==> config.mk <==
export PLATFORM = sky130hd
export DESIGN_NAME = sensor_reply_frame_receiver_core
export DESIGN_NICKNAME = d
export VERILOG_FILES = /design/src/rtl/srfr_pkg.sv /design/src/rtl/sensor_reply_frame_receiver_core.sv /design/src/rtl/srfr_front.sv /design/src/rtl/srfr_queue.sv /design/src/rtl/srfr_back.sv
export SDC_FILE = /design/constraint.sdc
export NUM_CORES = 1
export LEC_CHECK = 0
export BUFFER_PORTS_ARGS = -buffer_cell sky130_fd_sc_hd__buf_4
export CAP_MARGIN = 20
export CORE_ASPECT_RATIO = 1.25
export CORE_UTILIZATION = 23
export CTS_BUF_LIST = sky130_fd_sc_hd__clkbuf_16
export DETAILED_ROUTE_END_ITERATION = 10
export GPL_TIMING_DRIVEN = 0
export PLACE_DENSITY = 0.49
export SKIP_LAST_GASP = 1
export SLEW_MARGIN = 5
export SYNTH_ARGS = -nofsm -noshare
export SYNTH_HDL_FRONTEND = slang
export SYNTH_SLANG_ARGS = --single-unit
==> constraint.sdc <==
create_clock -name clock -period 7.35 [get_ports clock]
set_clock_uncertainty 0.1 [all_clocks]
set_input_delay 1.47 -clock clock [delete_from_list [all_inputs] [get_ports clock]]
set_output_delay 1.47 -clock clock [all_outputs]
set_load 0.01 [all_outputs]
==> src/rtl/srfr_pkg.sv <==
`default_nettype none
package srfr_pkg;

   // frame marker bytes
   localparam logic [7:0] HEAD_BYTE = 8'hAA;
   localparam logic [7:0] DATA_KIND = 8'hC0;
   localparam logic [7:0] CMD_KIND  = 8'hC5;
   localparam logic [7:0] TAIL_BYTE = 8'hAB;

   // frame position codes (index of the next expected frame byte)
   localparam logic [3:0] POS_HUNT  = 4'd0;
   localparam logic [3:0] POS_KIND  = 4'd1;
   localparam logic [3:0] POS_FIRST = 4'd2;
   localparam logic [3:0] POS_LAST_DATA = 4'd7;
   localparam logic [3:0] POS_CHECK = 4'd8;
   localparam logic [3:0] POS_TAIL  = 4'd9;

   // frame byte store: bytes 2..8, checksum in the last slot
   localparam int FRAME_SLOTS = 7;
   localparam logic [2:0] SLOT_FIRST = 3'd0;
   localparam logic [2:0] SLOT_CHECK = 3'd6;

   // configuration register indexes
   localparam logic CSR_EXPECT_DATA_REPLY = 1'b0;
   localparam logic CSR_EXPECTED_COMMAND  = 1'b1;

   // result status codes
   localparam logic [1:0] STATUS_GOOD     = 2'd0;
   localparam logic [1:0] STATUS_BAD_TAIL = 2'd1;
   localparam logic [1:0] STATUS_BAD_SUM  = 2'd2;

   // work kinds handed from front to back
   typedef enum logic [1:0] {
      OP_FIRST,
      OP_DATA,
      OP_CHECK,
      OP_TAIL
   } op_type;

   typedef struct packed {
      op_type     op;
      logic [2:0] slot;
      logic [7:0] rx_byte;
   } entry_type;

   typedef struct packed {
      logic [1:0]  status;
      logic [7:0]  payload_5;
      logic [7:0]  payload_4;
      logic [7:0]  payload_3;
      logic [7:0]  payload_2;
      logic [7:0]  payload_1;
      logic [7:0]  payload_0;
      logic [15:0] fine_reading;
      logic [15:0] coarse_reading;
   } result_type;

endpackage
`default_nettype wire

==> src/rtl/sensor_reply_frame_receiver_core.sv <==
// Sensor reply frame receiver.
// req_*: one received serial byte per transaction; tdata holds the byte.
// csr_*: register writes, always ready. Index 0 selects the reply kind
//   (bit 0 = 1 for measurement replies 0xC0, 0 for command replies 0xC5),
//   index 1 sets the command echo that a command reply must carry.
// rsp_*: one transaction per completed ten-byte frame, carrying status,
//   the six payload bytes and the two 16-bit readings.
// A front stage tracks frame position and checks the header bytes as they
// arrive; accepted frame bytes go through a two-entry queue to a back stage
// that stores them, keeps the checksum and builds the result in an output
// register. Throughput is one byte per cycle while the queue has room;
// rsp_tvalid rises once the back stage takes the tail byte from the queue.
// If rsp_tready stays low, the back stage holds the finished result and
// keeps taking frame bytes; only the next tail byte waits, and once the
// queue fills req_tready drops.
// Reset is synchronous: the receiver returns to hunting for the head byte,
// the checksum clears, the reply kind resets to measurement and the
// expected command to zero.
`default_nettype none
module sensor_reply_frame_receiver_core (
   input  wire         clock,
   input  wire         reset,
   input  wire         req_tvalid,
   output logic        req_tready,
   input  wire  [7:0]  req_tdata,   // [7:0] rx_byte
   output logic        rsp_tvalid,
   input  wire         rsp_tready,
   // [1:0] status, [9:2] payload_0, [17:10] payload_1, [25:18] payload_2,
   // [33:26] payload_3, [41:34] payload_4, [49:42] payload_5,
   // [65:50] fine_reading, [81:66] coarse_reading, [87:82] zero
   output logic [87:0] rsp_tdata,
   input  wire         csr_valid,
   output logic        csr_ready,
   input  wire         csr_index,
   input  wire  [7:0]  csr_data
);

   logic                 q_full;
   logic                 push_valid;
   srfr_pkg::entry_type  push_entry;
   logic                 pop_valid;
   logic                 pop_ready;
   srfr_pkg::entry_type  pop_entry;
   srfr_pkg::result_type res_data;

   srfr_front u_front (
      .clock      (clock),
      .reset      (reset),
      .req_tvalid (req_tvalid),
      .req_tready (req_tready),
      .req_tdata  (req_tdata),
      .csr_valid  (csr_valid),
      .csr_ready  (csr_ready),
      .csr_index  (csr_index),
      .csr_data   (csr_data),
      .q_full     (q_full),
      .push_valid (push_valid),
      .push_entry (push_entry)
   );

   srfr_queue u_queue (
      .clock      (clock),
      .reset      (reset),
      .push_valid (push_valid),
      .push_entry (push_entry),
      .full       (q_full),
      .pop_valid  (pop_valid),
      .pop_entry  (pop_entry),
      .pop_ready  (pop_ready)
   );

   srfr_back u_back (
      .clock     (clock),
      .reset     (reset),
      .pop_valid (pop_valid),
      .pop_entry (pop_entry),
      .pop_ready (pop_ready),
      .res_valid (rsp_tvalid),
      .res_data  (res_data),
      .res_ready (rsp_tready)
   );

   // pack result fields, first field in the low bits
   assign rsp_tdata = {6'd0,
                       res_data.coarse_reading,
                       res_data.fine_reading,
                       res_data.payload_5,
                       res_data.payload_4,
                       res_data.payload_3,
                       res_data.payload_2,
                       res_data.payload_1,
                       res_data.payload_0,
                       res_data.status};

endmodule
`default_nettype wire

==> src/rtl/srfr_front.sv <==
`default_nettype none
module srfr_front (
   input  wire                     clock,
   input  wire                     reset,
   // byte input
   input  wire                     req_tvalid,
   output logic                    req_tready,
   input  wire  [7:0]              req_tdata,
   // configuration writes
   input  wire                     csr_valid,
   output logic                    csr_ready,
   input  wire                     csr_index,
   input  wire  [7:0]              csr_data,
   // queue push side
   input  wire                     q_full,
   output logic                    push_valid,
   output srfr_pkg::entry_type     push_entry
);

   logic       expect_data_ff, expect_data_in;
   logic [7:0] command_ff, command_in;
   logic [3:0] pos_ff, pos_in;
   logic       accept;
   logic       need_push;

   assign req_tready = !q_full;
   assign csr_ready  = 1'b1;
   assign accept     = req_tvalid && req_tready;

   // configuration registers
   always_comb begin
      expect_data_in = expect_data_ff;
      command_in     = command_ff;
      if (csr_valid) begin
         unique case (csr_index)
            srfr_pkg::CSR_EXPECT_DATA_REPLY: expect_data_in = csr_data[0];
            srfr_pkg::CSR_EXPECTED_COMMAND:  command_in     = csr_data;
            default: ;
         endcase
      end
   end

   // header checks and classification of each byte
   always_comb begin
      pos_in             = pos_ff;
      need_push          = 1'b0;
      push_entry.op      = srfr_pkg::OP_DATA;
      push_entry.slot    = 3'(pos_ff - srfr_pkg::POS_FIRST);
      push_entry.rx_byte = req_tdata;
      if (accept) begin
         priority if (pos_ff == srfr_pkg::POS_KIND) begin
            pos_in = (req_tdata == (expect_data_ff ? srfr_pkg::DATA_KIND : srfr_pkg::CMD_KIND))
                   ? srfr_pkg::POS_FIRST : srfr_pkg::POS_HUNT;
         end else if (pos_ff == srfr_pkg::POS_FIRST) begin
            if (!expect_data_ff && (req_tdata != command_ff)) begin
               pos_in = srfr_pkg::POS_HUNT;
            end else begin
               need_push       = 1'b1;
               push_entry.op   = srfr_pkg::OP_FIRST;
               push_entry.slot = srfr_pkg::SLOT_FIRST;
               pos_in          = pos_ff + 4'd1;
            end
         end else if ((pos_ff > srfr_pkg::POS_FIRST) && (pos_ff <= srfr_pkg::POS_LAST_DATA)) begin
            need_push = 1'b1;
            pos_in    = pos_ff + 4'd1;
         end else if (pos_ff == srfr_pkg::POS_CHECK) begin
            need_push       = 1'b1;
            push_entry.op   = srfr_pkg::OP_CHECK;
            push_entry.slot = srfr_pkg::SLOT_CHECK;
            pos_in          = srfr_pkg::POS_TAIL;
         end else if (pos_ff == srfr_pkg::POS_TAIL) begin
            need_push     = 1'b1;
            push_entry.op = srfr_pkg::OP_TAIL;
            pos_in        = srfr_pkg::POS_HUNT;
         end else begin
            // hunting, also any out-of-range position
            pos_in = (req_tdata == srfr_pkg::HEAD_BYTE) ? srfr_pkg::POS_KIND : srfr_pkg::POS_HUNT;
         end
      end
   end

   assign push_valid = need_push;

   always_ff @(posedge clock) begin
      if (reset) begin
         expect_data_ff <= 1'b1;
         command_ff     <= 8'd0;
         pos_ff         <= srfr_pkg::POS_HUNT;
      end else begin
         expect_data_ff <= expect_data_in;
         command_ff     <= command_in;
         pos_ff         <= pos_in;
      end
   end

endmodule
`default_nettype wire

==> src/rtl/srfr_queue.sv <==
`default_nettype none
module srfr_queue (
   input  wire                     clock,
   input  wire                     reset,
   input  wire                     push_valid,
   input  srfr_pkg::entry_type     push_entry,
   output logic                    full,
   output logic                    pop_valid,
   output srfr_pkg::entry_type     pop_entry,
   input  wire                     pop_ready
);

   srfr_pkg::entry_type slot_ff [2];
   logic       wr_ptr_ff, wr_ptr_in;
   logic       rd_ptr_ff, rd_ptr_in;
   logic [1:0] count_ff, count_in;
   logic       do_push, do_pop;

   assign full      = (count_ff == 2'd2);
   assign pop_valid = (count_ff != 2'd0);
   assign pop_entry = slot_ff[rd_ptr_ff];
   assign do_push   = push_valid && !full;
   assign do_pop    = pop_valid && pop_ready;

   // pointer and fill count update
   always_comb begin
      wr_ptr_in = wr_ptr_ff ^ do_push;
      rd_ptr_in = rd_ptr_ff ^ do_pop;
      count_in  = count_ff + {1'b0, do_push} - {1'b0, do_pop};
   end

   always_ff @(posedge clock) begin
      if (reset) begin
         wr_ptr_ff <= 1'b0;
         rd_ptr_ff <= 1'b0;
         count_ff  <= 2'd0;
      end else begin
         wr_ptr_ff <= wr_ptr_in;
         rd_ptr_ff <= rd_ptr_in;
         count_ff  <= count_in;
      end
   end

   // entry storage
   always_ff @(posedge clock) begin
      if (do_push) begin
         slot_ff[wr_ptr_ff] <= push_entry;
      end
   end

endmodule
`default_nettype wire

==> src/rtl/srfr_back.sv <==
`default_nettype none
module srfr_back (
   input  wire                     clock,
   input  wire                     reset,
   input  wire                     pop_valid,
   input  srfr_pkg::entry_type     pop_entry,
   output logic                    pop_ready,
   output logic                    res_valid,
   output srfr_pkg::result_type    res_data,
   input  wire                     res_ready
);

   logic [7:0]           bytes_ff [srfr_pkg::FRAME_SLOTS];
   logic [7:0]           sum_ff, sum_in;
   logic                 valid_ff, valid_in;
   srfr_pkg::result_type result_ff, result_in;
   logic                 out_free;
   logic                 take;
   logic                 store;

   assign out_free  = !valid_ff || res_ready;
   assign pop_ready = (pop_entry.op != srfr_pkg::OP_TAIL) || out_free;
   assign take      = pop_valid && pop_ready;
   assign store     = take && (pop_entry.op != srfr_pkg::OP_TAIL);

   // running checksum and result build
   always_comb begin
      sum_in    = sum_ff;
      valid_in  = valid_ff && !res_ready;
      result_in = result_ff;
      if (take) begin
         unique case (pop_entry.op)
            srfr_pkg::OP_FIRST: sum_in = pop_entry.rx_byte;
            srfr_pkg::OP_DATA:  sum_in = sum_ff + pop_entry.rx_byte;
            srfr_pkg::OP_CHECK: ;
            srfr_pkg::OP_TAIL: begin
               valid_in = 1'b1;
               sum_in   = 8'd0;
               priority if (pop_entry.rx_byte != srfr_pkg::TAIL_BYTE) begin
                  result_in.status = srfr_pkg::STATUS_BAD_TAIL;
               end else if (sum_ff != bytes_ff[srfr_pkg::SLOT_CHECK]) begin
                  result_in.status = srfr_pkg::STATUS_BAD_SUM;
               end else begin
                  result_in.status = srfr_pkg::STATUS_GOOD;
               end
               result_in.payload_0      = bytes_ff[0];
               result_in.payload_1      = bytes_ff[1];
               result_in.payload_2      = bytes_ff[2];
               result_in.payload_3      = bytes_ff[3];
               result_in.payload_4      = bytes_ff[4];
               result_in.payload_5      = bytes_ff[5];
               result_in.fine_reading   = {bytes_ff[1], bytes_ff[0]};
               result_in.coarse_reading = {bytes_ff[3], bytes_ff[2]};
            end
            default: ;
         endcase
      end
   end

   always_ff @(posedge clock) begin
      if (reset) begin
         sum_ff   <= 8'd0;
         valid_ff <= 1'b0;
      end else begin
         sum_ff   <= sum_in;
         valid_ff <= valid_in;
      end
   end

   // payload registers
   always_ff @(posedge clock) begin
      result_ff <= result_in;
      if (store) begin
         bytes_ff[pop_entry.slot] <= pop_entry.rx_byte;
      end
   end

   assign res_valid = valid_ff;
   assign res_data  = result_ff;

endmodule
`default_nettype wire

; ---- After elaboration in Yosys (flattened, before gate mapping)
; Memory sizes are Yosys's and may differ from the RTL's. A register that Yosys moved wholly into a read port is not among the register bits.
; Index checks and enable logic that the tools add are counted.
[classes]
n_addsub = 5
n_lt_le_gt_ge = 2
n_eq_ne = 13
muxes = 33
bitwise_logic = 3
reduce_logical = 20
[ops]
columns = operator, count
row1 = 4-bit 2-to-1 mux, 7
row2 = 8-bit one-hot mux with 3 select lines, 1
row3 = 5-bit 2-to-1 mux, 4
row4 = 8-bit inequality test, 2
row5 = 1-bit 2-to-1 mux, 15
row6 = 8-bit adder, 1
row7 = 4-bit equality test (second input constant), 2
row8 = 8-bit equality test, 1
row9 = 8-bit equality test (second input constant), 1
row10 = 2-bit 2-to-1 mux, 4
row11 = 8-bit inequality test (second input constant), 1
row12 = 2-bit AND reduction, 4
row13 = 1-bit logical AND, 7
row14 = 3-bit 2-to-1 mux, 2
row15 = 4-bit by 1-bit adder with 4-bit output (second input constant), 1
row16 = 2-bit equality test (second input constant), 2
row17 = 4-bit by 1-bit equality test with 1-bit output (second input constant), 1
row18 = 4-bit by 2-bit equality test with 1-bit output (second input constant), 1
row19 = 4-bit by 2-bit > comparator with 1-bit output (second input constant), 1
row20 = 4-bit by 3-bit less-or-equal comparator with 1-bit output (second input constant), 1
row21 = 1-bit logical NOT, 4
row22 = 3-bit nonzero test, 1
row23 = 3-bit by 2-bit subtractor with 3-bit output (second input constant), 1
row24 = 2-bit by 1-bit adder with 2-bit output, 1
row25 = other kinds (8), 10
[word_totals]
register_bits = 92
ram_bits = 82
out_inout_bits = 91
elab_cells = 93
mem_count = 2
[memory_table]
columns = name, depth, word_bits, read_ports, rd_clocked_by_memory_dff, write_ports, line_no
row1 = u_back.bytes_ff, 7, 8, 7, 2, 1, srfr_back.sv:13  ; logic [7:0] bytes_ff [srfr_pkg::FRAME_SLOTS];
row2 = u_queue.slot_ff, 2, 13, 1, 1, 1, srfr_queue.sv:13  ; srfr_pkg::entry_type slot_ff [2];

; ---- Logic depth before layout (Yosys ltp)
[logic_depth]
word_depth = 10
ltp_mapped = 11

; ---- Modules after synthesis
; Synthesis repeated with hierarchy kept, for this count alone.
[hier_totals]
hier_cells = 452
hier_area_um2 = 6577.6
[by_module_without_submodules]
columns = module, instances, cells_per_inst, area_per_inst_um2, seq_area_each_um2
row1 = srfr_back, 1, 255, 4347.9, 3363.2
row2 = srfr_queue, 1, 64, 1229.9, 860.8
row3 = srfr_front, 1, 126, 950.9, 260.2
row4 = sensor_reply_frame_receiver_core, 1, 7, 48.8, 0.0

; ---- Worst setup path before layout
; OpenSTA, ideal clock, no wires.
[synth_timing]
path_type = in2reg
start = in rsp_tready
end = reg, netlist name rsp_tdata[34]
setup_ns = 0.413
arrival_ns = 2.852
t_required_ns = 6.837
slack_ns = 3.985
stages = 3
path_cell_list = nor2b_1 > nor2_1 > and2_1
[synth_via]
elab_chain_len = 4
[synth_lines]
columns = item, line_no
row1 = "start, declared", sensor_reply_frame_receiver_core.sv:27  ; input wire rsp_tready,
row2 = 1-bit logical OR, srfr_back.sv:21  ; assign out_free = !valid_ff || res_ready;
row3 = 1-bit logical OR, srfr_back.sv:22  ; assign pop_ready = (pop_entry.op != srfr_pkg::OP_TAIL) || out_free;
row4 = 1-bit logical AND, srfr_back.sv:23  ; assign take = pop_valid && pop_ready;
row5 = 2-bit AND reduction (no source line), n/a
; Every way passes these cells.
; A chain may end at the register's enable or synchronous reset.

; ---- Final worst setup path
[layout_timing]
start = in req_tdata[6]
end = mem u_queue.slot_ff[1][9] in the netlist's numbering, enable pin
[layout_via]
elab_chain_len = 9
[layout_lines]
columns = item, line_no
row1 = "start, declared", sensor_reply_frame_receiver_core.sv:25  ; input wire [7:0] req_tdata,
row2 = 8-bit inequality test, srfr_front.sv:55  ; if (!expect_data_ff && (req_tdata != command_ff)) begin
row3 = 1-bit logical AND, srfr_front.sv:55
row4 = 1-bit 2-to-1 mux, srfr_front.sv:55
row5 = 1-bit 2-to-1 mux, srfr_front.sv:54  ; end else if (pos_ff == srfr_pkg::POS_FIRST) begin
row6 = 1-bit 2-to-1 mux, srfr_front.sv:51  ; priority if (pos_ff == srfr_pkg::POS_KIND) begin
row7 = 1-bit 2-to-1 mux, srfr_front.sv:50  ; if (accept) begin
row8 = 1-bit logical AND, srfr_queue.sv:22  ; assign do_push = push_valid && !full;
row9 = 1-bit 2-to-1 mux, srfr_queue.sv:46  ; if (do_push) begin
row10 = 1-bit 2-to-1 mux (implied by the code), srfr_queue.sv:47  ; slot_ff[wr_ptr_ff] <= push_entry;
row11 = "end, declared", srfr_queue.sv:13
; Every way passes these cells.

==> out/qor.json <==
{
  "run_status": "finished, final reports clean",
  "num_vias": 3858,
  "clkLatencyLatePin_ns": 0.42,
  "synth_enable_flop_cells": 132,
  "fill_cells": 2829,
  "worst-r2r-setup-slack_ns": 4.21,
  "setup_total_negative_slack_ns": 0,
  "timing.reg2reg.worst_path_depth": 11,
  "antenna_left": 0,
  "post_cts.resized_instances": 0,
  "area_delta_synth_final_pct": 28.4,
  "grt_antenna_before_repair": 0,
  "worst_setup_path_start_kind": "input pin",
  "finalCritPeriodShare_pct": 45.0,
  "place.detailed.hpwl_microns": 9110,
  "post_layout_nonfiller_instances": 947,
  "critPathSlowestCell": "sky130_fd_sc_hd__ha_1",
  "finalSetupViolations": 0,
  "cellPowerDensity_nw_per_um2": 331,
  "crit_family": "simple AND/OR/NAND/NOR gates",
  "synth_flop_cell": "sky130_fd_sc_hd__edfxtp_1",
  "critPathCaptureType": "flip-flop",
  "multi_input_logic_area_sq_um": 1600,
  "clkSinkCount": 158,
  "hold_crit_endpoint": "rsp_tdata[38]",
  "floorplan.die_area_sq_um": 28700,
  "total_leakage_power_nw": 3.14,
  "placed_cells": 915,
  "whs_path_depth": 0,
  "globalRoute.totalOverflow": 0,
  "cts_buffer_depth": 2,
  "cap_viol_max_count": 0,
  "path_cells": "buf_4 > xor2_1 > nor4_1 > a211o_1 > and3_1 > ha_1",
  "grt_pass1_wl_microns": 19700,
  "yosysSeqAreaShare_pct": 69.6,
  "cp_num_buf_inv": 1,
  "place.gp.congestion": 0.789,
  "synth_async_sr_flop_share_pct": 0,
  "synth_common_cells": "132 x sky130_fd_sc_hd__edfxtp_1, 39 x sky130_fd_sc_hd__buf_4, 34 x sky130_fd_sc_hd__nand2_1",
  "achievable-frequency_ghz": 0.303,
  "port_buffers": 103,
  "detailedRoute.firstIterationViolations": 177,
  "finalHoldViolCount": 0,
  "cts.reportedPaths.clkPinSlew_ns": 0.07,
  "dpl_worst_slack_ns": 3.52,
  "timing_worst_slew_pin_value_ns": 0.793,
  "crit_path_max_fanout": 13,
  "io_pins": 113,
  "postCtsHoldBufs": 0,
  "largest_net_degree_at_the_start_of_global_routing": 32,
  "postSynthRegisterBits": 158,
  "total_detailed_routing_wirelength_microns": 13000,
  "worst-endpoint-arrival_ns": 3.25,
  "timing_worst_setup_path_type": "input pin to flip-flop",
  "drv_slew": 0,
  "vdd.ir_drop.worst_mv": 0.162,
  "ys_warn_count": 0,
  "post-synth-top-count-cell": "sky130_fd_sc_hd__edfxtp_1",
  "sequential_cell_area_sq_um": 4480,
  "tritoncts": "done",
  "holdCritPathClass": "flip-flop to flip-flop",
  "timing.critical_path.required_ns": 7.30,
  "setup_ws_ns": 4.04,
  "die_height_microns": 189,
  "routedWlPerCell_microns": 13.7,
  "period_needed_ns": 3.31,
  "grt.total_usage_pct": 9.35,
  "number_of_nets_in_the_final_layout": 623,
  "floorplan.initialDensity_pct": 23.4,
  "critPathMaxStageDelay_ns": 0.58,
  "timing.critical_path.from": "req_tdata[6]",
  "postSynthCellCount": 456,
  "floorplan.die.width_microns": 152,
  "post_synth.cell_area_avg_sq_um": 14.1,
  "cts_max_level": 4,
  "post-synth-top-area-cell": "sky130_fd_sc_hd__edfxtp_1",
  "first_global_vias": 3657,
  "synth_largest_type_area_fraction_pct": 61.5,
  "yosys.cell_types.count": 55,
  "crit_cells": 6,
  "max_slew_margin_pct": 46.9,
  "drc_errors": 0,
  "cts_made_buffers": 17,
  "cts.root.buffer_cell": "sky130_fd_sc_hd__clkbuf_16",
  "post_synth_instance_area_sq_um": 6440,
  "rsz0062_at_grt": "false",
  "insertedDiodeCount": 0,
  "fp.coreArea_sq_um": 27600,
  "hold_path_startpoint": "u_back.bytes_ff[4][4]",
  "drtPass1Iterations": 4,
  "rr_startpoint": "u_queue.rd_ptr_ff",
  "crit-reg2reg-capture": "u_back.sum_ff[6]",
  "num_rows": 68,
  "synth_area_leaders": "sky130_fd_sc_hd__edfxtp_1 62%, sky130_fd_sc_hd__dfxtp_1 8.1%, sky130_fd_sc_hd__buf_4 4.5%",
  "via_per_inst": 4.07,
  "postCtsSetupRepairBufs": 0,
  "ratio_of_cells_with_drive_above_1_in_the_final_layout_pct": 31.7,
  "total_power_mw": 2.74
}
## sequential cells by signal, summed over array words and instances (netlist names)
name                    flops
u_queue.rd_ptr_ff           1
u_front.pos_ff              4
u_queue.slot_ff            26
u_queue.count_ff            2
u_back.bytes_ff            56
u_queue.wr_ptr_ff           1
u_back.res_valid            1
u_back.res_data            34
u_front.expect_data_ff      1
u_front.command_ff          8
rsp_tdata                  16
u_back.sum_ff               8
## through the flow
step	cell area [sq um]	hold slack [ns]	util, %
5_1_grt	8270	0.311	30.0
3_3_place_gp	7670	0.301	27.8
2_1_floorplan	6460	0.300	-
3_5_place_dp	7690	0.305	27.9
6_report	8270	0.309	30.0
4_1_cts	8270	0.311	30.0
## worst register-to-register path: stages, from the launching register on
cell and delay (ns):
sky130_fd_sc_hd__dfxtp_1 0.32, sky130_fd_sc_hd__buf_6 0.14, sky130_fd_sc_hd__buf_2 0.23, sky130_fd_sc_hd__nand2b_1 0.16, sky130_fd_sc_hd__nand2_1 0.27, sky130_fd_sc_hd__ha_1 0.36, sky130_fd_sc_hd__fa_1 0.43, sky130_fd_sc_hd__a211oi_1 0.35
sky130_fd_sc_hd__o21bai_1 0.13, sky130_fd_sc_hd__a21oi_1 0.19, sky130_fd_sc_hd__mux2i_1 0.23, sky130_fd_sc_hd__a31oi_2 0.09
## per-layer routing
layer,GRT usage [%],part of all wire [%],vias up,wire length [microns]
met1,11.6,45,1819,5820
met4,4.23,1.4,0,175
met5,0,0,-,0
li1,-,-,1899,-
met3,2.12,5.5,11,715
met2,15.3,48,129,6240
## area by class of cell
| type | instances | area share [%] |
|---|---|---|
| repair buffers | 104 | 9.59 |
| flip-flops and latches | 158 | 54.2 |
| clock buffers | 17 | 5.14 |
| clock inverters | 15 | 1.88 |
| multi-input cells | 245 | 19.3 |
| well taps | 350 | 5.29 |
| plain buffers | 47 | 4.11 |
| inverters | 11 | 0.499 |
## cell families (layout without fill, tap and decap cells)
family / count (synthesis) / count (layout) / synth area share, %
flip-flops: 158 / 158 / 69.6
AND/OR/NAND/NOR: 115 / 115 / 8.53
AO/OA/AOI/OAI: 75 / 75 / 7.85
buffers and inverters: 58 / 194 / 5.92
XOR/XNOR: 21 / 21 / 2.86
adder cells (fa/ha/maj): 17 / 17 / 3.42
multiplexers: 10 / 10 / 1.69
other: 2 / 7 / 0.117
## layout by cell type, fill, tap and decap left out, types with 3 or more instances in the layout
cell type and count:
sky130_fd_sc_hd__buf_4 142, sky130_fd_sc_hd__edfxtp_1 132, sky130_fd_sc_hd__nand2_1 34, sky130_fd_sc_hd__nor2_1 33
sky130_fd_sc_hd__dfxtp_1 26, sky130_fd_sc_hd__a21oi_1 24, sky130_fd_sc_hd__xor2_1 18, sky130_fd_sc_hd__clkbuf_16 17
sky130_fd_sc_hd__ha_1 16, sky130_fd_sc_hd__inv_1 12, sky130_fd_sc_hd__nand3_1 10, sky130_fd_sc_hd__a211oi_1 9
sky130_fd_sc_hd__o21ai_0 8, sky130_fd_sc_hd__nor3_1 7, sky130_fd_sc_hd__conb_1 7, sky130_fd_sc_hd__mux2i_1 6
sky130_fd_sc_hd__nand2b_1 5, sky130_fd_sc_hd__nor2b_1 5, sky130_fd_sc_hd__inv_6 5, sky130_fd_sc_hd__nor4_1 4
sky130_fd_sc_hd__or3_1 4, sky130_fd_sc_hd__o22ai_1 4, sky130_fd_sc_hd__clkbuf_1 4, sky130_fd_sc_hd__mux2_2 3
sky130_fd_sc_hd__a22oi_1 3, sky130_fd_sc_hd__a31oi_1 3, sky130_fd_sc_hd__and2_1 3, sky130_fd_sc_hd__xnor2_1 3
sky130_fd_sc_hd__o21a_1 3, sky130_fd_sc_hd__clkinv_4 3
## where the power goes
| group | total [mW] | internal, mW | switching [mW] |
|---|---|---|---|
| clock network | 0.856 | 0.478 | 0.378 |
| logic | 0.686 | 0.307 | 0.379 |
| registers | 1.20 | 1.13 | 0.0635 |
| total | 2.74 | 1.92 | 0.820 |
## worst max path at each step
stage | slack (ns) | endpoint
3_5_place_dp | 3.52 | u_queue.slot_ff[0][2]
2_1_floorplan | 3.98 | rsp_tdata[34]
5_1_grt | 3.85 | u_queue.slot_ff[0][2]
3_3_place_gp | 3.19 | rsp_tdata[34]
6_report | 4.04 | u_queue.slot_ff[1][9]
4_1_cts | 3.97 | u_queue.slot_ff[0][2]
No activity file was read; power rests on OpenSTA's default activity.
